--- src/hdl/adcs_pkg.sv ---
// ----------------------------------------------------------------------------
// adcs_pkg: shared types and constants of the ADC scan averaging block
// Channel codes, scan phase codes, register indexes and the records passed
// between the scan stage and the scaling stages.
// ----------------------------------------------------------------------------
package adcs_pkg;

  // Width at which averages travel from the scan stage to the scaling stages.
  localparam int AVG_W  = 12;
  localparam int CH_W   = 3;
  localparam int REG_W  = 16;
  localparam int IDX_W  = 2;
  localparam int OUT_W  = 10;
  localparam int BUS_SHIFT = 10;

  // Channel numbers of the auxiliary scan.
  localparam logic [CH_W-1:0] CH_BUS = 3'd3;
  localparam logic [CH_W-1:0] CH_POT = 3'd4;
  localparam logic [CH_W-1:0] CH_AUX = 3'd6;

  // Configuration register indexes.
  localparam logic [IDX_W-1:0] REG_BUS_GAIN    = 2'd0;
  localparam logic [IDX_W-1:0] REG_PWM_PERIOD  = 2'd1;
  localparam logic [IDX_W-1:0] REG_MIN_DUTY    = 2'd2;
  localparam logic [IDX_W-1:0] REG_MAX_DUTY    = 2'd3;

  // Register values after reset.
  localparam logic [REG_W-1:0] RST_BUS_GAIN    = 16'd53;
  localparam logic [REG_W-1:0] RST_PWM_PERIOD  = 16'd6000;
  localparam logic [REG_W-1:0] RST_MIN_DUTY    = 16'd0;
  localparam logic [REG_W-1:0] RST_MAX_DUTY    = 16'd6000;

  typedef enum logic [3:0] {
    PH_START = 4'b0001,
    PH_BUS   = 4'b0010,
    PH_POT   = 4'b0100,
    PH_AUX   = 4'b1000
  } scan_phase_t;

  typedef struct packed {
    logic [REG_W-1:0] bus_gain;
    logic [REG_W-1:0] pwm_period;
    logic [REG_W-1:0] min_duty;
    logic [REG_W-1:0] max_duty;
  } cfg_t;

  typedef struct packed {
    logic [CH_W-1:0]  scanned_channel;
    logic [CH_W-1:0]  next_channel;
    logic [AVG_W-1:0] vbus_avg;
    logic [AVG_W-1:0] pot_avg;
    logic             vbus_updated;
    logic             pot_updated;
    logic [AVG_W-1:0] aux;
  } scan_rec_t;

  typedef struct packed {
    logic [CH_W-1:0]  scanned_channel;
    logic [CH_W-1:0]  next_channel;
    logic [OUT_W-1:0] vbus_average;
    logic [OUT_W-1:0] pot_average;
    logic             vbus_updated;
    logic             pot_updated;
    logic [REG_W-1:0] bus_voltage;
    logic [REG_W-1:0] pot_duty;
    logic [OUT_W-1:0] aux_sample;
  } result_t;

endpackage

--- src/hdl/adc_scan_average_scale.sv ---
// ----------------------------------------------------------------------------
// adc_scan_average_scale: round-robin auxiliary ADC scan with block averages
// A result word is registered in turn by the scan, multiply and output
// registers after the edge that accepts its sample.
// Throughput: one sample word per cycle; while a finished result waits, new
// words are taken until the scan and multiply registers are full. Reset
// (synchronous) returns the scan to its start phase, clears sums and averages
// and loads the register defaults.
// ----------------------------------------------------------------------------
module adc_scan_average_scale #(
  parameter int VBUS_AVG_LOG2 = 6,
  parameter int POT_AVG_LOG2  = 3,
  parameter int SAMPLE_BITS   = 10
) (
  input  logic        clk,
  input  logic        rst,
  input  logic        s_axis_tvalid,
  output logic        s_axis_tready,
  input  logic [15:0] s_axis_tdata,  // [9:0] sample_main
  output logic        m_axis_tvalid,
  input  logic        m_axis_tready,
  // [2:0] next_channel, [12:3] vbus_average, [22:13] pot_average,
  // [38:23] bus_voltage, [54:39] pot_duty, [64:55] aux_sample
  output logic [71:0] m_axis_tdata,
  // [2:0] scanned_channel, [3] vbus_updated, [4] pot_updated
  output logic [4:0]  m_axis_tuser,
  input  logic        cfg_wr_en,
  input  logic [1:0]  cfg_index,
  input  logic [15:0] cfg_wdata
);

  adcs_pkg::cfg_t      cfg;
  adcs_pkg::scan_rec_t rec;
  adcs_pkg::result_t   res;
  logic                rec_valid, rec_ready;

  always_ff @(posedge clk) begin
    if (rst) begin
      cfg.bus_gain    <= adcs_pkg::RST_BUS_GAIN;
      cfg.pwm_period  <= adcs_pkg::RST_PWM_PERIOD;
      cfg.min_duty    <= adcs_pkg::RST_MIN_DUTY;
      cfg.max_duty    <= adcs_pkg::RST_MAX_DUTY;
    end else if (cfg_wr_en) begin
      unique case (cfg_index)
        adcs_pkg::REG_BUS_GAIN:   cfg.bus_gain    <= cfg_wdata;
        adcs_pkg::REG_PWM_PERIOD: cfg.pwm_period  <= cfg_wdata;
        adcs_pkg::REG_MIN_DUTY:   cfg.min_duty    <= cfg_wdata;
        adcs_pkg::REG_MAX_DUTY:   cfg.max_duty    <= cfg_wdata;
        default: ;
      endcase
    end
  end

  adcs_scan #(
    .VBUS_AVG_LOG2 (VBUS_AVG_LOG2),
    .POT_AVG_LOG2  (POT_AVG_LOG2),
    .SAMPLE_BITS   (SAMPLE_BITS)
  ) u_scan (
    .clk         (clk),
    .rst         (rst),
    .in_valid    (s_axis_tvalid),
    .in_ready    (s_axis_tready),
    .sample_main (s_axis_tdata[9:0]),
    .rec_valid   (rec_valid),
    .rec_ready   (rec_ready),
    .rec         (rec)
  );

  adcs_scale #(
    .SAMPLE_BITS (SAMPLE_BITS)
  ) u_scale (
    .clk       (clk),
    .rst       (rst),
    .cfg       (cfg),
    .rec_valid (rec_valid),
    .rec_ready (rec_ready),
    .rec       (rec),
    .res_valid (m_axis_tvalid),
    .res_ready (m_axis_tready),
    .res       (res)
  );

  assign m_axis_tdata = {7'd0, res.aux_sample, res.pot_duty, res.bus_voltage,
                         res.pot_average, res.vbus_average, res.next_channel};
  assign m_axis_tuser = {res.pot_updated, res.vbus_updated, res.scanned_channel};

endmodule

--- src/hdl/adcs_scan.sv ---
// ----------------------------------------------------------------------------
// adcs_scan: channel rotation and block averaging
// Takes one conversion word per cycle unless held off, advances the scan phase,
// accumulates bus and knob samples and registers the averages seen after it.
// ----------------------------------------------------------------------------
module adcs_scan #(
  parameter int VBUS_AVG_LOG2 = 6,
  parameter int POT_AVG_LOG2  = 3,
  parameter int SAMPLE_BITS   = 10
) (
  input  logic                clk,
  input  logic                rst,
  input  logic                in_valid,
  output logic                in_ready,
  input  logic [9:0]          sample_main,
  output logic                rec_valid,
  input  logic                rec_ready,
  output adcs_pkg::scan_rec_t rec
);

  localparam int VSUM_W = SAMPLE_BITS + VBUS_AVG_LOG2;
  localparam int PSUM_W = SAMPLE_BITS + POT_AVG_LOG2;

  adcs_pkg::scan_phase_t   phase, phase_next;
  logic [VSUM_W-1:0]        vbus_sum, vbus_sum_next, vbus_sum_add;
  logic [VBUS_AVG_LOG2-1:0] vbus_count, vbus_count_next;
  logic [SAMPLE_BITS-1:0]   vbus_avg, vbus_avg_next;
  logic [PSUM_W-1:0]        pot_sum, pot_sum_next, pot_sum_add;
  logic [POT_AVG_LOG2-1:0]  pot_count, pot_count_next;
  logic [SAMPLE_BITS-1:0]   pot_avg, pot_avg_next;
  logic [SAMPLE_BITS-1:0]   aux, aux_next;
  logic [SAMPLE_BITS-1:0]   s;
  logic                     vupd, pupd;
  logic [adcs_pkg::CH_W-1:0] scanned, next_ch;
  logic                     fire;

  assign in_ready = !rec_valid || rec_ready;
  assign fire     = in_valid && in_ready;
  assign s        = SAMPLE_BITS'(sample_main);

  assign vbus_sum_add = vbus_sum + VSUM_W'(s);
  assign pot_sum_add  = pot_sum + PSUM_W'(s);

  always_comb begin
    phase_next      = phase;
    vbus_sum_next   = vbus_sum;
    vbus_count_next = vbus_count;
    vbus_avg_next   = vbus_avg;
    pot_sum_next    = pot_sum;
    pot_count_next  = pot_count;
    pot_avg_next    = pot_avg;
    aux_next        = aux;
    vupd            = 1'b0;
    pupd            = 1'b0;
    scanned         = adcs_pkg::CH_BUS;
    next_ch         = adcs_pkg::CH_POT;
    unique case (phase)
      adcs_pkg::PH_BUS: begin
        phase_next = adcs_pkg::PH_POT;
        // The block closes on the sample that brings the count to a full block.
        if (&vbus_count) begin
          vbus_avg_next   = SAMPLE_BITS'(vbus_sum_add >> VBUS_AVG_LOG2);
          vbus_sum_next   = '0;
          vbus_count_next = '0;
          vupd            = 1'b1;
        end else begin
          vbus_sum_next   = vbus_sum_add;
          vbus_count_next = vbus_count + VBUS_AVG_LOG2'(1);
        end
      end
      adcs_pkg::PH_POT: begin
        scanned    = adcs_pkg::CH_POT;
        next_ch    = adcs_pkg::CH_AUX;
        phase_next = adcs_pkg::PH_AUX;
        if (&pot_count) begin
          pot_avg_next   = SAMPLE_BITS'(pot_sum_add >> POT_AVG_LOG2);
          pot_sum_next   = '0;
          pot_count_next = '0;
          pupd           = 1'b1;
        end else begin
          pot_sum_next   = pot_sum_add;
          pot_count_next = pot_count + POT_AVG_LOG2'(1);
        end
      end
      adcs_pkg::PH_AUX: begin
        scanned    = adcs_pkg::CH_AUX;
        next_ch    = adcs_pkg::CH_BUS;
        phase_next = adcs_pkg::PH_BUS;
        aux_next   = s;
      end
      default: begin
        // Start phase: the first bus word is reported but not accumulated.
        phase_next = adcs_pkg::PH_POT;
      end
    endcase
  end

  always_ff @(posedge clk) begin
    if (rst) begin
      phase      <= adcs_pkg::PH_START;
      vbus_sum   <= '0;
      vbus_count <= '0;
      vbus_avg   <= '0;
      pot_sum    <= '0;
      pot_count  <= '0;
      pot_avg    <= '0;
      aux        <= '0;
      rec_valid  <= 1'b0;
    end else begin
      if (fire) begin
        phase      <= phase_next;
        vbus_sum   <= vbus_sum_next;
        vbus_count <= vbus_count_next;
        vbus_avg   <= vbus_avg_next;
        pot_sum    <= pot_sum_next;
        pot_count  <= pot_count_next;
        pot_avg    <= pot_avg_next;
        aux        <= aux_next;
      end
      if (in_ready) begin
        rec_valid <= in_valid;
      end
    end
  end

  always_ff @(posedge clk) begin
    if (fire) begin
      rec.scanned_channel <= scanned;
      rec.next_channel    <= next_ch;
      rec.vbus_avg        <= adcs_pkg::AVG_W'(vbus_avg_next);
      rec.pot_avg         <= adcs_pkg::AVG_W'(pot_avg_next);
      rec.vbus_updated    <= vupd;
      rec.pot_updated     <= pupd;
      rec.aux             <= adcs_pkg::AVG_W'(aux_next);
    end
  end

endmodule

--- src/hdl/adcs_scale.sv ---
// ----------------------------------------------------------------------------
// adcs_scale: bus voltage scaling and knob duty computation
// One stage multiplies both averages by their factors, the next applies the
// duty limits and holds the finished result until it is taken.
// ----------------------------------------------------------------------------
module adcs_scale #(
  parameter int SAMPLE_BITS = 10
) (
  input  logic                clk,
  input  logic                rst,
  input  adcs_pkg::cfg_t      cfg,
  input  logic                rec_valid,
  output logic                rec_ready,
  input  adcs_pkg::scan_rec_t rec,
  output logic                res_valid,
  input  logic                res_ready,
  output adcs_pkg::result_t   res
);

  localparam int RW     = adcs_pkg::REG_W;
  localparam int BV_W   = RW + adcs_pkg::AVG_W;
  localparam int DUTY_P = 2 * RW;

  logic [BV_W-1:0]   bv_prod;
  logic [RW-1:0]     pot_norm;
  logic [DUTY_P-1:0] duty_prod;

  logic                mul_valid;
  adcs_pkg::scan_rec_t mul_rec;
  logic [RW-1:0]       mul_bus_voltage;
  logic [RW-1:0]       mul_duty_raw;
  logic [RW-1:0]       duty_limited;

  logic res_load, mul_load;

  assign res_load  = !res_valid || res_ready;
  assign mul_load  = !mul_valid || res_load;
  assign rec_ready = mul_load;

  assign bv_prod   = BV_W'(cfg.bus_gain) * BV_W'(rec.vbus_avg);
  // Normalise the knob average to a 16-bit full scale before scaling.
  assign pot_norm  = RW'(32'(rec.pot_avg) << (RW - SAMPLE_BITS));
  assign duty_prod = DUTY_P'(pot_norm) * DUTY_P'(cfg.pwm_period);

  always_comb begin
    if (mul_duty_raw < cfg.min_duty) begin
      duty_limited = '0;
    end else if (mul_duty_raw > cfg.max_duty) begin
      duty_limited = cfg.max_duty;
    end else begin
      duty_limited = mul_duty_raw;
    end
  end

  always_ff @(posedge clk) begin
    if (rst) begin
      mul_valid <= 1'b0;
      res_valid <= 1'b0;
    end else begin
      if (mul_load) begin
        mul_valid <= rec_valid;
      end
      if (res_load) begin
        res_valid <= mul_valid;
      end
    end
  end

  always_ff @(posedge clk) begin
    if (mul_load && rec_valid) begin
      mul_rec         <= rec;
      mul_bus_voltage <= RW'(bv_prod >> adcs_pkg::BUS_SHIFT);
      mul_duty_raw    <= duty_prod[DUTY_P-1:RW];
    end
    if (res_load && mul_valid) begin
      res.scanned_channel <= mul_rec.scanned_channel;
      res.next_channel    <= mul_rec.next_channel;
      res.vbus_average    <= adcs_pkg::OUT_W'(mul_rec.vbus_avg);
      res.pot_average     <= adcs_pkg::OUT_W'(mul_rec.pot_avg);
      res.vbus_updated    <= mul_rec.vbus_updated;
      res.pot_updated     <= mul_rec.pot_updated;
      res.bus_voltage     <= mul_bus_voltage;
      res.pot_duty        <= duty_limited;
      res.aux_sample      <= adcs_pkg::OUT_W'(mul_rec.aux);
    end
  end

endmodule

--- config.mk ---
export PLATFORM = sky130hd
export DESIGN_NAME = adc_scan_average_scale
export DESIGN_NICKNAME = d
export VERILOG_FILES = /design/src/hdl/adcs_pkg.sv /design/src/hdl/adc_scan_average_scale.sv /design/src/hdl/adcs_scan.sv /design/src/hdl/adcs_scale.sv
export SDC_FILE = /design/constraint.sdc
export NUM_CORES = 1
export LEC_CHECK = 0
export BUFFER_PORTS_ARGS = -buffer_cell sky130_fd_sc_hd__clkbuf_2
export CAP_MARGIN = 20
export CORE_MARGIN = 2
export CORE_UTILIZATION = 40
export DETAILED_ROUTE_END_ITERATION = 10
export GPL_ROUTABILITY_DRIVEN = 0
export PLACE_DENSITY = 0.63
export SYNTH_ARGS = -nofsm -noshare
export SYNTH_HDL_FRONTEND = slang
export SYNTH_SLANG_ARGS = --single-unit
--- constraint.sdc ---
create_clock -name clk -period 10.5 [get_ports clk]
set_clock_uncertainty 0.2 [all_clocks]
set_input_delay 2.1 -clock clk [delete_from_list [all_inputs] [get_ports clk]]
set_output_delay 2.1 -clock clk [all_outputs]
set_load 0.03 [all_outputs]
# Word level (Yosys, flattened, before mapping)
# Cells that the tools add are included.
# totals
reg_bits	317
word_cells	87
output_inout_bits	79
input_bits	39
# op_classes
reduce_logical	18
n_eq_ne	6
n_mul	2
n_mux	15
magnitude_cmp	2
addsub	4
# op_table
op	count
$mux W10	5
$mux W16	2
$mul A10 B16 Y26	1
$mul A16 B10 Y26	1
$add A16 B10 Y16	1
$gt A16 B16 Y1	1
$lt A16 B16 Y1	1
$add A13 B10 Y13	1
$mux W13	1
$pmux W3 S2	2
$reduce_and A2 Y1	6
$pmux W4 S2	1
$add A6 B1 Y6 const B	1
$mux W6	1
$reduce_and A6 Y1	1
$eq A2 B2 Y1 const B	2
$eq A4 B2 Y1 const B	1
$eq A4 B3 Y1 const B	1
$eq A4 B4 Y1 const B	1
$add A3 B1 Y3 const B	1
$logic_and A1 B1 Y1	3
$logic_not A1 Y1	3
$logic_or A1 B1 Y1	3
$mux W3	1
other kinds (4)	5

# Logic depth before layout (Yosys ltp)
# Gate-level depths: netlist of the first run.
# depth
depth_word	6
ltp_mapped	20
depth_no_buf	19

# By module
# From an unflattened synthesis of the first run, not the netlist that was laid out.
# hier_totals
hier_cells	2379
area_unflattened_um2	24025.5
# by_module_without_submodules
mod	n_inst	cells_each	area_each_um2	seq_area_each_um2
adcs_scale	1	1555	16017.9	4244.1
adcs_scan	1	576	5401.4	2572.5
adc_scan_average_scale	1	248	2606.2	1281.2

# Least setup slack after synthesis of the first run
# No wires, ideal clock.
# synth_timing
path_kind	input to register
from	in m_axis_tready
to	reg u_scale.mul_bus_voltage[0], enable pin
stages	2
slack_ns	2.504
n_path_buf	0
setup_time_ns	0.602
t_arrival_ns	7.194
t_required_ns	9.698
path_cell_list	nor2b_1 a21boi_0
# synth_between
elab_chain_len	3
# synth_rtl
element	line	text
from (decl)	adc_scan_average_scale.sv:21	input logic m_axis_tready,
$logic_or A1 B1 Y1	adcs_scale.sv:36	assign res_load = !res_valid || res_ready;
$logic_or A1 B1 Y1	adcs_scale.sv:37	assign mul_load = !mul_valid || res_load;
$logic_and A1 B1 Y1	adcs_scale.sv:70	if (mul_load && rec_valid) begin
to (signal assigned)	adcs_scale.sv:72	mul_bus_voltage <= RW'(bv_prod >> adcs_pkg::BUS_SHIFT);
to (decl)	adcs_scale.sv:30	logic [RW-1:0] mul_bus_voltage;
# No other way between the ends.
# A chain may end at the register's enable or synchronous reset.

# Worst setup path after layout of the first run
# layout_timing
from	reg, netlist name u_scan.rec[27]
to	reg u_scale.mul_bus_voltage[9], data pin
# layout_between
elab_chain_len	1
# layout_rtl
element	line	text
$mul A16 B10 Y26	adcs_scale.sv:40	assign bv_prod = BV_W'(cfg.bus_gain) * BV_W'(rec.vbus_avg);
via u_scale.bv_prod[19]	adcs_scale.sv:24	logic [BV_W-1:0] bv_prod;
# The timed path passes the listed nets, and every way through them passes these cells.

==> metrics.md, run 1 <==
| Metric | Value |
|---|---|
| Rel. slew slack | `0.275` |
| Cells taking the most area after synthesis | `edfxtp_1, fa_1, dfxtp_1` |
| Placed Instance Area | `approximately 24,000 um^2` |
| Setup tns final | `0 ns` |
| Die height | `242 um` |
| Core Region | `56,300 um^2` |
| Part of the cycle the worst path needs | `0.597` |
| Async SR Flop Fraction | `0` |
| Initial antenna violation count | `0` |
| First-pass GRT wire length | `83.4 mm` |
| DRT Wirelength | `just over 50 mm` |
| Reg2reg setup slack | `approximately 4.2 ns` |
| Most frequent cell after synthesis | `nand2_1` |
| Worst Setup Start Kind | `register` |
| Final Hold Viols | `0` |
| Worst reg2reg startpoint | `u_scan.rec[27]$_DFFE_PP_` |
| Area leader, netlist | `edfxtp_1` |
| Max-slew violation count | `0` |
| Max Clock Freq | `160 MHz` |
| Avg WL per Cell | `16.2 um` |
| Vias in the first global route | `16,400` |
| Setup CP Type | `register to register` |
| Synthesis-to-layout area growth | `10.2%` |
| Worst setup path endpoint | `u_scale.mul_bus_voltage[9]$_DFFE_PP_` |
| Post-synth EDFFs | `175` |
| Run status | `complete, no violations` |
| Congestion Overflow GR | `0` |
| Pin count of the biggest net entering global routing | `93` |
| Layout cells sized above 1 | `0.0864` |
| Synth unique cells | `75` |
| Row count | `87` |
| Worst vdd ir | `0.0966 mV` |
| Sink Count | `roughly 310` |
| Commonest cells post-synth | `nand2_1, inv_1, fa_1` |
| Post-CTS setup buffers | `0` |
| Yosys top cell area share | `0.231` |
| Leakage | `~11 nW` |
| Syn Std Cell Area | `about 23,000 um^2` |
| Synth warnings | `0` |
| Cts bufs inserted | `35` |
| DRT iter0 DRCs | `between 800 and 900` |
| R2R Path End | `u_scale.mul_bus_voltage[9]$_DFFE_PP_` |
| Slew at the pin closest to its max-slew limit | `1.08 ns` |
| Hold Path Class | `register to register` |
| Register area share after synthesis | `0.354` |
| Mean post-synth cell area | `9.91 um^2` |
| H-tree Lvls | `2` |
| Unrepaired setup endpoints after global routing | `false` |
| Top FF cell, synth | `edfxtp_1` |
| Worst skew pair latency | `0.56 ns` |
| Clock-pin slew on the worst setup and hold paths | `0.06 ns` |
| Clk Tree Root Cell | `clkbuf_16` |
| # DRC | `0` |
| Worst reg2reg path depth | `19` |
| Post-layout min period | `approximately 6.3 ns` |
| Buffers on Ports | `104` |
| Gr usage total | `0.175` |
| I/O pin count | `between 100 and 150` |
| Post-layout nets | `~2,800` |
| DRT Pass-1 Iters | `6` |
| Die ar. | `58,700 um^2` |
| Clk buf depth | `3` |
| Finished layout cell area | `between 20,000 and 30,000 um^2` |
| Hold Slack | `0.213 ns` |
| CP arrival | `6.37 ns` |
| Pwr/cell area | `146 nW/um^2` |
| Initial Util | `0.404` |
| Number of max-cap violations | `0` |
| Post-synthesis register bit count | `314` |
| Die W | `242 um` |
| Crit path from | `u_scan.rec[27]$_DFFE_PP_` |
| Antenna cell count | `0` |
| Worst EP required | `10.60 ns` |
| DPL Wire Length | `around 37 mm` |
| Post-CTS sizing | `0` |
| Gate Count Post-Synth | `2,293` |
| Hold buffers post-CTS | `0` |
| Routed vias/inst | `between 5 and 6` |
| TritonCTS clock tree | `built` |
| Nature of the critical path endpoint | `register` |
| Via count | `15,800` |
| Largest fanout on the critical path | `17` |
| Final setup fails | `0` |
| Remaining antenna violation count after routing | `0` |
## layout by cell type (no fill, tap or decap), types with 29 or more instances in the layout
master | Yosys | final
nand2_1 | 356 | 356
inv_1 | 285 | 285
fa_1 | 220 | 220
edfxtp_1 | 175 | 175
ha_1 | 172 | 172
and2_1 | 164 | 164
dfxtp_1 | 139 | 139
nor2_1 | 121 | 121
a21oi_1 | 109 | 109
clkbuf_2 | 0 | 104
o21ai_0 | 43 | 43
nor3_1 | 37 | 37
clkbuf_16 | 0 | 36
a21o_1 | 34 | 34
xnor2_1 | 32 | 32
nand3_1 | 29 | 29
## logic make-up (layout without fill, tap and decap cells)
group / after synthesis / after routing / synth area share
AOI/OAI and AO/OA: 286 / 286 / 0.0826
xor gates and xnor gates: 52 / 52 / 0.0200
adders and majority gates: 392 / 392 / 0.289
buffers and inverters: 400 / 461 / 0.0678
DFF: 314 / 314 / 0.354
muxes: 30 / 30 / 0.0139
other: 1 / 7 / 0.000165
and+or+nand+nor: 818 / 818 / 0.173
## layer usage
layer / wire (um) / vias to the layer above / track usage
li1: - / 7584 / -
met1: 22300 / 7791 / 0.223
met2: 24400 / 299 / 0.304
met3: 2330 / 90 / 0.0269
met4: 1350 / 0 / 0.0559
met5: 0 / - / 0
## through the flow
| stage | util | power (mW) | std cells | setup slack [ns] |
|---|---|---|---|---|
| after detailed placement | 0.423 | 2.41 | 3051 | 4.25 |
| after floorplan | - | 2.19 | 2299 | 2.50 |
| after global routing | 0.445 | 3.90 | 3116 | 3.99 |
| after CTS | 0.445 | 3.69 | 3114 | 4.24 |
| after global placement | 0.423 | 2.39 | 3051 | 4.24 |
| final | 0.445 | 3.65 | 3116 | 4.23 |
## layout make-up
type / instances / area (um^2)
fill: 5316 / 31200
multi-input combinational: 1585 / 13200
sequential: 314 / 8040
inverter: 286 / 1070
clock buffer: 44 / 951
tap: 756 / 946
timing repair buffer: 112 / 581
clock inverter: 19 / 250
## flip-flops by register name (all words and copies together) (netlist names)
name	flops
u_scale.res	69
u_scan.phase	4
u_scan.rec_valid	1
u_scan.pot_sum	13
u_scan.vbus_avg	10
u_scan.aux	10
u_scale.mul_bus_voltage	16
u_scale.mul_duty_raw	16
cfg	64
u_scale.res_valid	1
u_scan.vbus_sum	16
u_scan.vbus_count	6
u_scale.mul_valid	1
u_scan.pot_count	3
u_scale.mul_rec	37
u_scan.pot_avg	10
u_scan.rec	37
## report_power, final
group	switching (mW)	leakage, nW	internal, mW	total, mW
sequential	0.0777	2.79	1.40	1.48
clock	0.516	0.573	0.752	1.27
combinational	0.522	7.86	0.386	0.908
## worst min path at each step
stage / endpoint / slack [ns] / cells past startpoint / from
3_5_place_dp: u_scale.res[0]$_DFFE_PP_ / 0.20 / 0 / u_scale.mul_rec[0]$_DFFE_PP_
5_1_grt: u_scale.res[47]$_DFFE_PP_ / 0.22 / 0 / u_scale.mul_rec[17]$_DFFE_PP_
2_1_floorplan: u_scale.mul_rec[0]$_DFFE_PP_ / 0.20 / 0 / u_scan.rec[0]$_DFFE_PP_
6_report: u_scale.res[45]$_DFFE_PP_ / 0.21 / 0 / u_scale.mul_rec[15]$_DFFE_PP_
3_3_place_gp: u_scale.res[35]$_DFFE_PP_ / 0.20 / 0 / u_scale.mul_bus_voltage[9]$_DFFE_PP_
4_1_cts: u_scale.res[45]$_DFFE_PP_ / 0.22 / 0 / u_scale.mul_rec[15]$_DFFE_PP_
## critical path, stage by stage (launching register included)
cell and delay (ns):
edfxtp_1 0.77, nand2_1 0.17, fa_1 0.55, inv_1 0.05, fa_1 0.49, inv_1 0.05
fa_1 0.52, inv_1 0.05, fa_1 0.48, inv_1 0.05, fa_1 0.48, inv_1 0.04
ha_1 0.25, and2_2 0.20, a221o_1 0.33, or4_4 0.45, o211a_4 0.29, a21oi_1 0.28
o21bai_1 0.14, xor2_1 0.15
(Power assumes the default switching activity.)
==> inputs of run 2 (changes only) <==
--- a/config.mk
+++ b/config.mk
@@ -11,7 +11,7 @@
 export CORE_UTILIZATION = 40
 export DETAILED_ROUTE_END_ITERATION = 10
 export GPL_ROUTABILITY_DRIVEN = 0
-export PLACE_DENSITY = 0.63
+export PLACE_DENSITY = 0.65
 export SYNTH_ARGS = -nofsm -noshare
 export SYNTH_HDL_FRONTEND = slang
 export SYNTH_SLANG_ARGS = --single-unit
==> constraint.sdc (replaced) <==
create_clock -name clk -period 5.7 [get_ports clk]
set_clock_uncertainty 0.2 [all_clocks]
set_input_delay 1.14 -clock clk [delete_from_list [all_inputs] [get_ports clk]]
set_output_delay 1.14 -clock clk [all_outputs]
set_load 0.03 [all_outputs]
==> run 2 against run 1 <==
Against the previous run:
- global-route usage rose by 0.079 points
- count of clock-buffer cells in the layout decreased by 1
- setup slack got worse by 4.2 ns
- via count up 2.0%
- die area did not move
- sequential share of layout area fell by 1.0 points
- register-to-register slack got worse by 4.2 ns
- first-iteration DRC count increased by 3.6%
- largest cell class unchanged
==> metrics.md, run 2 (synthesis results as in run 1) <==
| Metric | Value |
|---|---|
| Final Hold Viols | `0 (unchanged)` |
| Cts bufs inserted | `35 (unchanged)` |
| Avg WL per Cell | `16.0 um (-0.90%)` |
| Largest fanout on the critical path | `5 (-12)` |
| Initial Util | `0.404 (unchanged)` |
| Core Region | `56,300 um^2 (unchanged)` |
| Unrepaired setup endpoints after global routing | `true` |
| Number of max-cap violations | `0 (unchanged)` |
| Die W | `242 um (unchanged)` |
| Layout cells sized above 1 | `0.136 (+0.0499)` |
| Reg2reg setup slack | `0.006 ns (-4.22 ns)` |
| Final WS setup | `0.00624 ns (-4.22 ns)` |
| # DRC | `0 (unchanged)` |
| Buffers on Ports | `104 (unchanged)` |
| Hold Path Class | `register to register` |
| H-tree Lvls | `2 (unchanged)` |
| DRT Pass-1 Iters | `6 (unchanged)` |
| Congestion Overflow GR | `0 (unchanged)` |
| TritonCTS clock tree | `built` |
| Vias in the first global route | `16,600 (+1.5%)` |
| Footprint of the multi-input gates | `13,300 um^2 (+1.2%)` |
| First-pass GRT wire length | `84.3 mm (+0.98%)` |
| Synthesis-to-layout area growth | `13.9%` |
| Commonest non-fill, non-tap cell in the layout | `nand2_1` |
| Routed vias/inst | `5.01 (-0.93%)` |
| Placed Instance Area | `24,400 um^2 (+2.4%)` |
| Pwr/cell area | `266 nW/um^2 (+82%)` |
| Post-layout nets | `2,853 (+3.2%)` |
| Worst skew pair latency | `0.56 ns (about the same)` |
| Worst Setup Start Kind | `register` |
| Clk Tree Root Cell | `clkbuf_16` |
| CP arrival | `5.80 ns (-0.57 ns)` |
| Remaining antenna violation count after routing | `0 (unchanged)` |
| Post-layout min period | `5.69 ns (-0.575 ns)` |
| Top flop regs | `u_scale.res x69, cfg x64` |
| Top reg by flops | `u_scale.res` |
| Pin count of the biggest net entering global routing | `97 (+4.3%)` |
| DRT Wirelength | `51.4 mm (+2.0%)` |
| Gr usage total | `0.176 (+0.000788)` |
| Clk buf depth | `3 (unchanged)` |
| Register area | `8040 um^2 (about the same)` |
| Place WS | `-0.145 ns (-4.40 ns)` |
| Tot Pwr | `6.87 mW (+88%)` |
| DPL Wire Length | `38.9 mm (+4.2%)` |
| Worst EP required | `5.81 ns (-4.79 ns)` |
| Part of the cycle the worst path needs | `0.999 (+0.402)` |
| Fin util | `0.460 (+0.0150)` |
| Setup tns final | `0 ns (unchanged)` |
| Setup CP Type | `register to register` |
| Max-slew violation count | `0 (unchanged)` |
| Row count | `87 (unchanged)` |
| Sink Count | `314 (unchanged)` |
| Initial antenna violation count | `2 (+2)` |
| Die height | `242 um (unchanged)` |
| Commonest cells after routing, fill and taps aside | `nand2_1, inv_1, fa_1, edfxtp_1, ha_1` |
| Run status | `complete, no violations` |
| Max reg flops | `69 (unchanged)` |
| FILL cells | `5,210 (-2.0%)` |
| DRT iter0 DRCs | `844 (+3.6%)` |
| Die ar. | `58,700 um^2 (unchanged)` |
| Worst vdd ir | `0.149 mV (+54%)` |
| Finished layout cell area | `25,900 um^2 (+3.4%)` |
| I/O pin count | `118 (unchanged)` |
| Clock-pin slew on the worst setup and hold paths | `0.06 ns (about the same)` |
| Max Clock Freq | `176 MHz (+10%)` |
| Nature of the critical path endpoint | `register` |
| Slew at the pin closest to its max-slew limit | `1.07 ns (-0.0153 ns)` |
| Leakage | `11.7 nW (+4.1%)` |
| Final setup fails | `0 (unchanged)` |
| Rel. slew slack | `0.286 (+0.0102)` |
| Via count | `16,100 (+2.0%)` |
==> run 2: final timing paths <==
| path | endpoint | cells past startpoint | from |
|---|---|---|---|
| max | u_scale.mul_bus_voltage[15]$_DFFE_PP_ | 18 | u_scan.rec[31]$_DFFE_PP_ |
| min | u_scale.mul_rec[42]$_DFFE_PP_ | 0 | u_scan.rec[42]$_DFFE_PP_ |
| max reg2reg | u_scale.mul_bus_voltage[15]$_DFFE_PP_ | 18 | u_scan.rec[31]$_DFFE_PP_ |
| min reg2reg | u_scale.mul_rec[42]$_DFFE_PP_ | 0 | u_scan.rec[42]$_DFFE_PP_ |
==> run 2: area by class of cell <==
cell class / count / share of cell area
Antenna cell: 2 / 0.000193
Clock buffer: 43 / 0.0374
Clock inverter: 21 / 0.00764
Inverter: 286 / 0.0415
Multi-Input combinational cell: 1585 / 0.516
Sequential cell: 314 / 0.311
Tap cell: 756 / 0.0366
Timing Repair Buffer: 200 / 0.0503
==> run 2: what timing repair did <==
item	CTS	global route
setup endpoints to repair	7	20
hold buffers	0	0
pin swaps	3	28
cloned	0	0
gates resized for setup	14	39
setup buffers	3	13
==> run 2: per-stage QoR <==
step / hold slack [ns] / instances
global route: 0.215 / 3207
finish: 0.213 / 3207
global placement: 0.202 / 3125
CTS: 0.212 / 3192
detailed placement: 0.205 / 3125
floorplan: 0.200 / 2299
==> run 2: metal layers <==
metal / global-route usage / up-vias / wire [um]
met4: 0.0585 / 0 / 1540
met5: 0 / - / 0
met1: 0.227 / 7874 / 22600
li1: - / 7779 / -
met2: 0.305 / 336 / 25300
met3: 0.0215 / 84 / 1880
==> run 2: critical path: stages (launching register included) <==
cell and delay [ns]:
edfxtp_1 0.51, and2_4 0.22, fa_2 0.35, fa_1 0.50, inv_2 0.04, fa_1 0.53
inv_1 0.05, fa_1 0.48, inv_1 0.05, fa_1 0.47, inv_1 0.04, ha_1 0.27
and2_4 0.16, a221o_1 0.31, or4_4 0.43, o211a_4 0.29, a41oi_4 0.29, o211ai_2 0.12
xnor2_1 0.13
==> run 2: report_power, final <==
part           switching, mW  internal [mW]  total [mW]
clock network          0.971           1.32        2.29
logic                   1.06          0.829        1.89
registers              0.110           2.58        2.69
total                   2.14           4.73        6.87
